<file path="src/lpkv_ram.sv">
module lpkv_ram #(
   parameter int WIDTH = 8,
   parameter int DEPTH = 16
) (
   input  logic                     clock,
   input  logic                     wr_en,
   input  logic [$clog2(DEPTH)-1:0] wr_addr,
   input  logic [WIDTH-1:0]         wr_data,
   input  logic                     rd_en,
   input  logic [$clog2(DEPTH)-1:0] rd_addr,
   output logic [WIDTH-1:0]         rd_data
);

   logic [WIDTH-1:0] mem [DEPTH];
   logic [WIDTH-1:0] rd_data_ff;

   always_ff @(posedge clock) begin
      if (wr_en) begin
         mem[wr_addr] <= wr_data;
      end
      if (rd_en) begin
         rd_data_ff <= mem[rd_addr];
      end
   end

   assign rd_data = rd_data_ff;

endmodule

</file>
<file path="config.mk">
export PLATFORM = sky130hd
export DESIGN_NAME = lpkv_ram
export DESIGN_NICKNAME = d
export VERILOG_FILES = /design/src/lpkv_ram.sv
export SDC_FILE = /design/constraint.sdc
export NUM_CORES = 1
export LEC_CHECK = 0
export ABC_AREA = 1
export BUFFER_PORTS_ARGS = -buffer_cell sky130_fd_sc_hd__buf_2
export CORE_MARGIN = 8
export CORE_UTILIZATION = 50
export CTS_CLUSTER_DIAMETER = 50
export DETAILED_ROUTE_END_ITERATION = 12
export GPL_TIMING_DRIVEN = 0
export PLACE_DENSITY = 0.74
export SETUP_SLACK_MARGIN = 0.4
export SYNTH_ARGS = -nofsm -noshare
export SYNTH_HDL_FRONTEND = slang
export SYNTH_SLANG_ARGS = --single-unit
</file>
<file path="constraint.sdc">
create_clock -name clock -period 2.6 [get_ports clock]
set_clock_uncertainty 0.05 [all_clocks]
set_input_delay 0.13 -clock clock [delete_from_list [all_inputs] [get_ports clock]]
set_output_delay 0.13 -clock clock [all_outputs]
set_load 0.01 [all_outputs]
</file>
==> results of run 1 <==
power groups by stage:
stage | Sequential [uW] | Clock (uW) | Combinational (uW)
2_1_floorplan | 2530 | 0 | 173
3_3_place_gp | 2530 | 0 | 311
3_5_place_dp | 2530 | 0 | 317
4_1_cts | 2480 | 2630 | 321
5_1_grt | 2490 | 2730 | 356
6_report | 2480 | 2620 | 323
cell usage after synthesis:
cell	number
nand3_1	97
buf_1	1
buf_2	13
buf_4	4
inv_1	100
nand3b_1	2
inv_2	2
nor2_1	17
edfxtp_1	136
nand2_1	173
buf_6	6
layout make-up:
| class | instances | area, um2 |
|---|---|---|
| plain buffers | 24 | 166 |
| clock buffers | 17 | 425 |
| clock inverters | 14 | 223 |
| fillers | 957 | 4620 |
| inverters | 102 | 383 |
| multi-input cells | 289 | 1210 |
| flip-flops and latches | 136 | 4080 |
| well taps | 143 | 179 |
| repair buffers | 24 | 125 |
per-layer routing:
layer / wire, um / up-vias / track usage
met1: 6020 / 1832 / 0.267
met2: 6510 / 180 / 0.299
met4: 230 / 0 / 0.0803
li1: - / 1869 / -
met3: 1240 / 20 / 0.0426
met5: 0 / - / 0
cells by family after synthesis:
kind of cell,after synthesis,synth area share
flip-flops,136,0.698
buffers and inverters,126,0.0939
AND/OR/NAND/NOR,289,0.208
path summary, 6_finish.rpt:
check,startpoint,to,depth (start not counted)
worst max-delay path,wr_addr[3],mem[4][7],3
worst min-delay path,wr_data[4],mem[14][4],1
worst max register to register,mem[7][1],rd_data[1],6
worst min register to register,mem[13][5],rd_data[5],6
per-stage QoR:
step | utilization | hold WS [ps]
after global routing | 0.595 | 79.5
after detailed placement | 0.538 | 432
after global placement | 0.538 | 407
after CTS | 0.595 | 74.0
final | 0.595 | 80.3
after floorplan | - | 179
registers in the layout (all words and copies together), names as in the netlist:
register  flops
mem         128
rd_data       8
critical path: cells and delay by family:
family / cells / cell delay (ps)
simple gates: 2 / 1000
buf+inv: 1 / 110
==> flow_summary.ini, run 1 <==
[route]
routedWlPerCell_um = 18.7
vias_per_cell = 5.21
antenna_left = 0
routed_wirelength_um = 14000
route.detailed.drc = 0
num_vias = 3901
firstDrtPassIters = 6
drt_iter0_drc = 431

[place]
buffer_ports.inserted = 23
hpwlAfterDp_um = 9190
dpl.cell_count = 717
placed_cell_area_um2 = 6140
gp_congestion = 0.906
dp_slack_ps = 940

[setup_path]
path_cells = buf_2 > nand3b_1 > nor2_1
cp-start-kind = primary input
cp-end-kind = register
cp_slowest_cell = nor2_1
worstPathRequired_ps = 2590
cpPeakStageDelay_ps = 760
crit_type = in2reg
critPathMaxFanout = 8
worstPathArrival_ps = 1250
r2r_slack_ps = 1350

[clock_tree]
cts_htree_levels = 4
holdBufCountCts = 1
cts_buffer_depth = 2
cts_setup_buffers = 0
ctsRootBufferMaster = clkbuf_16
clk_pin_slew_worst_paths_ps = 60
clock_sinks = 136
cts_tree = built
clk_latency_ps = 420
cts-buffers-inserted = 17
cts_resized = 0

[status]
status = finished, final reports clean

[floorplanning]
core_area_um2 = 11400
start_util = 0.512
fp.dieArea_um2 = 15400
placementRows = 39
dieWidth_um = 124
ioPinCount = 27
die_h_um = 124

[yosys]
synthCells = 551
synth_warnings = 0
synth_cell_types = 11
synth_nets = 570
synth.largest_area_cell = edfxtp_1
synth_area_leaders = edfxtp_1 (70%), nand2_1 (11%), nand3_1 (8.3%)
seq_area_frac_synth = 0.698
synthDominantCellAreaShare = 0.698
syn-cell-area_um2 = 5850
avgSynthCellArea_um2 = 10.6
yosys_register_bits = 136

[timing]
rsz0062_at_grt = false
fmax_ghz = 0.789
finalMaxSlewViolations = 0
hold_violations = 0
fin_ws_ps = 1330
slew_headroom = 0.371
setup_violations = 0
fin_tns_setup_ps = 0
fin_crit_sh = 0.487
tightest_slew_ps = 940
period_needed_ps = 1270

[global_routing]
grt_max_degree = 17
grt_use_total = 0.196
grt_pass1_vias = 3790
grt_pass1_wl_um = 21600
overflow = 0
antenna_found_initial = 0

[power_and_ir_drop]
power.switching_uw = 1160
power_uw = 5430
power_frac_comb = 0.059
peakVddDrop_mv = 0.472
internal-power_uw = 4270
clockPowerShare = 0.483
switching_share = 0.213
powerDensity_nw_per_um2 = 798
power.leakage_uw = 0.00294
p_seq_frac = 0.457

[flow_run]
drv_cap = 0

[final_layout]
antenna_cells = 0
fin_cells = 749
drive_gt1_frac = 0.130
final_area_um2 = 6800
layout_commonest_cell = nand2_1
nNetsFinal = 613
final_cell_mix = nand2_1 (173), edfxtp_1 (136), inv_1 (100)
area_growth_pct = 16.3

[min_path]
hold_class = in2reg
Note: power is estimated with default switching activity, not from simulation.
==> run 2, diff against run 1 <==
==> constraint.sdc (replaced) <==
create_clock -name clock -period 1.3 [get_ports clock]
set_clock_uncertainty 0.05 [all_clocks]
set_input_delay 0.065 -clock clock [delete_from_list [all_inputs] [get_ports clock]]
set_output_delay 0.065 -clock clock [all_outputs]
set_load 0.01 [all_outputs]
==> run 2 against run 1 <==
Critical path depth is 3 higher. Flip-flop and latch count is the same. Register-to-register slack got worse by 1200 ps. Clock-buffer cell count stayed put. Worst setup slack got worse by 1200 ps. Global-route usage shrank 0.19 points. Cell area grew 4.1%. Via count rose by 5.3%. Core utilization is 2.4 points higher. Wire length is 1.6% higher. Die area is the same. Largest power group is now registers.
==> flow_summary.ini, run 2 (synthesis results as in run 1) <==
[timing]
finalMaxSlewViolations = 0
slew_headroom = 0.694
fin_crit_sh = 0.915
fmax_ghz = 0.840
period_needed_ps = 1190
tightest_slew_ps = 458
setup_violations = 0
hold_violations = 0
rsz0062_at_grt = true

[clock_tree]
clk_latency_ps = 420
ctsRootBufferMaster = clkbuf_16
clock_sinks = 136
cts_tree = built
cts_buffer_depth = 2
clk_pin_slew_worst_paths_ps = 60
cts-buffers-inserted = 17
cts_htree_levels = 4

[min_path]
hold_start = wr_data[3]
hold_class = in2reg

[place]
hpwlAfterDp_um = 8990
dpl.cell_count = 717
gp_congestion = 0.932
buffer_ports.inserted = 23

[route]
routed_wirelength_um = 14200
firstDrtPassIters = 6
vias_per_cell = 5.44
num_vias = 4108
route.detailed.drc = 0
antenna_left = 0
drt_iter0_drc = 509
routedWlPerCell_um = 18.9

[flow_run]
drv_cap = 0

[power_and_ir_drop]
power.leakage_uw = 0.00299
peakVddDrop_mv = 0.686
powerDensity_nw_per_um2 = 1470

[setup_path]
critical_path.startpoint = mem[7][3]
cp-start-kind = register
cp-end-kind = register
worstPathArrival_ps = 1310
worstPathRequired_ps = 1420
critPathMaxFanout = 1
r2r-start = mem[7][3]
crit_type = reg2reg

[floorplanning]
die_h_um = 124
placementRows = 39
dieWidth_um = 124
start_util = 0.512
core_area_um2 = 11400
ioPinCount = 27
fp.dieArea_um2 = 15400

[global_routing]
overflow = 0
antenna_found_initial = 0
grt_use_total = 0.194
grt_pass1_vias = 4062
grt_pass1_wl_um = 21900
grt_max_degree = 17

[final_layout]
layout_commonest_cell = nand2_1
multi_input_area_um2 = 1490
drive_gt1_frac = 0.229
largest_reg_flops = 128
fin_cells = 755
final_cell_mix = nand2_1 (164), edfxtp_1 (136), inv_1 (96)
nNetsFinal = 618
fillCellCount = 826
antenna_cells = 0
area_growth_pct = 21.0
regMostFlops = mem
seq_area_um2 = 4080
fin_util = 0.620

[status]
status = finished, final reports clean
==> run 2: critical path, stage by stage (launching register included) <==
cell and delay (ps):
edfxtp_1 390, inv_1 80, nand2_1 50, nand3_1 70, nand3_1 100, nand3_2 120, nand2_2 80
==> run 2: area by class of cell <==
cell class,count,share of cell area
plain buffers,24,0.0235
clock buffers,17,0.0601
clock inverters,15,0.0216
inverters,102,0.0541
multi-input cells,289,0.210
flip-flops and latches,136,0.577
well taps,143,0.0253
repair buffers,29,0.0283
==> run 2: per-stage QoR <==
step	area (um2)	power [uW]	hold slack [ps]	TNS, ps	setup slack [ps]
final	7080	10400	30.2	0	110
after global routing	7080	10600	14.6	0	77.6
after CTS	6890	10300	18.8	0	126
after detailed placement	6190	5690	370	-6490	-159
after global placement	6190	5670	343	-3830	-110
after floorplan	5900	5420	114	0	311
==> run 2: path summary, 6_finish.rpt <==
| path | endpoint | slack, ps | cells after the start |
|---|---|---|---|
| max | rd_data[3] | 110 | 6 |
| min | mem[1][3] | 30 | 1 |
| max reg2reg | rd_data[3] | 110 | 6 |
| min reg2reg | rd_data[3] | 750 | 6 |
==> run 2: metal layers <==
metal | part of all wire | up-vias | GRT usage
li1 | - | 1882 | -
met1 | 0.39 | 1928 | 0.251
met2 | 0.47 | 267 | 0.304
met3 | 0.11 | 31 | 0.0440
met4 | 0.027 | 0 | 0.0959
met5 | 0 | - | 0
==> run 2: timing repair <==
item,CTS,global route
endpoints found under the setup margin,72,120
hold buffers,1,0
setup buffers,1,4
hold endpoints to repair,8,0
gates resized for setup,19,33
pin swaps,10,25
gates cloned,0,0
==> run 2: where the power goes <==
group / leakage [uW] / switching [uW] / internal, uW
Combinational: 0.00148 / 514 / 217
Sequential: 0.00124 / 23.5 / 4940
Clock: 0.000273 / 1860 / 2820
Total: 0.00299 / 2400 / 7980
==> run 3, diff against run 2 <==
--- a/config.mk
+++ b/config.mk
@@ -8,11 +8,11 @@
 export ABC_AREA = 1
 export BUFFER_PORTS_ARGS = -buffer_cell sky130_fd_sc_hd__buf_2
 export CORE_MARGIN = 8
-export CORE_UTILIZATION = 50
+export CORE_UTILIZATION = 34
 export CTS_CLUSTER_DIAMETER = 50
 export DETAILED_ROUTE_END_ITERATION = 12
 export GPL_TIMING_DRIVEN = 0
-export PLACE_DENSITY = 0.74
+export PLACE_DENSITY = 0.56
 export SETUP_SLACK_MARGIN = 0.4
 export SYNTH_ARGS = -nofsm -noshare
 export SYNTH_HDL_FRONTEND = slang
==> run 3 against run 2 <==
Clock-buffer cell count rose by 2. Cell count up 12%. Maximum frequency rose by 1.0%. Flip-flop and latch count stayed put. Wire length is 5.7% higher. Via count shrank 3.4%. Critical path depth stayed put. Combinational power grew 4.0%. Largest cell class unchanged. Highest routed layer unchanged.
==> flow_summary.ini, run 3 (synthesis results as in run 1) <==
[status]
status = finished, final reports clean

[min_path]
hold_class = in2reg
holdPathStages = 1
hold_start = wr_data[2]

[floorplanning]
fp.dieArea_um2 = 21600
die_h_um = 147
dieWidth_um = 147
core_area_um2 = 17100
start_util = 0.343
placementRows = 48
ioPinCount = 27

[setup_path]
r2r_cells = 6
critPathMaxFanout = 1
r2r-start = mem[2][3]
critical_path.startpoint = mem[2][3]
crit_type = reg2reg
cp-start-kind = register
cp-end-kind = register
worstPathRequired_ps = 1420
worstPathArrival_ps = 1300

[final_layout]
multi_input_area_um2 = 1540
area_growth_pct = 24.8
seq_area_um2 = 4080
drive_gt1_frac = 0.243
layout_commonest_cell = nand2_1
fin_cells = 842
nNetsFinal = 628
fillCellCount = 1623
regMostFlops = mem
antenna_cells = 0
final_cell_mix = nand2_1 (163), edfxtp_1 (136), inv_1 (98)
final_area_um2 = 7300
largest_reg_flops = 128

[place]
gp_congestion = 0.853
dpl.cell_count = 799
hpwlAfterDp_um = 9720
buffer_ports.inserted = 23
placed_cell_area_um2 = 6290

[clock_tree]
ctsRootBufferMaster = clkbuf_16
cts_htree_levels = 4
clk_latency_ps = 420
cts-buffers-inserted = 17
clock_sinks = 136
cts_buffer_depth = 2
clk_pin_slew_worst_paths_ps = 60
cts_tree = built

[timing]
fmax_ghz = 0.849
period_needed_ps = 1180
finalMaxSlewViolations = 0
rsz0062_at_grt = true
hold_violations = 0
slew_headroom = 0.653
worst_hold_slack_ps = 13.5
setup_violations = 0
tightest_slew_ps = 521
fin_crit_sh = 0.906

[global_routing]
overflow = 0
grt_use_total = 0.142
grt_pass1_wl_um = 22600
grt_pass1_vias = 3883
grt_max_degree = 17
antenna_found_initial = 0

[route]
drt_iter0_drc = 322
firstDrtPassIters = 5
routedWlPerCell_um = 17.9
antenna_left = 0
route.detailed.drc = 0
routed_wirelength_um = 15000
num_vias = 3967
vias_per_cell = 4.71

[power_and_ir_drop]
powerDensity_nw_per_um2 = 1360
peakVddDrop_mv = 0.851
power.leakage_uw = 0.00306

[flow_run]
drv_cap = 0
-- run 3: metal layers --
layer	up-vias	track usage	wire length [um]
met5	-	0	0
met4	0	0.0831	386
met1	1903	0.179	6500
met2	142	0.216	7070
li1	1896	-	-
met3	26	0.0388	1080
-- run 3: critical path: stages, from the launching register on --
cell      delay [ps]
edfxtp_1         350
nand2_1           90
nand2_2           60
nand2_1           80
nand3_2          120
nand3_2          110
nand2_1           60
-- run 3: cell type report --
type | count | share of cell area
Inverter | 102 | 0.0525
Tap cell | 225 | 0.0386
Clock buffer | 19 | 0.0593
Sequential cell | 136 | 0.560
Buffer | 24 | 0.0228
Multi-Input combinational cell | 289 | 0.211
Timing Repair Buffer | 39 | 0.0480
Clock inverter | 8 | 0.00840
-- run 3: what timing repair did --
| item | in CTS | in global routing |
|---|---|---|
| buffers inserted | 4 | 11 |
| pin swaps | 29 | 25 |
| endpoints found under the hold margin | 8 | 0 |
| hold buffers | 1 | 0 |
| resized for setup | 37 | 24 |
| setup endpoints to repair | 96 | 121 |
-- run 3: worst paths after layout --
| kind | end | slack, ps |
|---|---|---|
| min reg2reg | rd_data[5] | 720 |
| max reg2reg | rd_data[3] | 120 |
| min | mem[4][2] | 10 |
| max | rd_data[3] | 120 |
-- run 3: metrics by stage --
stage	setup slack [ps]	setup TNS [ps]	util	power (uW)
6_report	122	0	0.428	9910
5_1_grt	86.2	0	0.428	10200
3_5_place_dp	-163	-9710	0.369	5710
4_1_cts	165	0	0.411	9910
3_3_place_gp	-175	-6650	0.369	5700
2_1_floorplan	311	0	-	5420
-- run 3: where the power goes --
part           internal, uW  switching, uW  total (uW)
Clock                  2530           1660        4180
Sequential             4940           21.8        4970
Combinational           235            526         761
Total                  7710           2200        9910
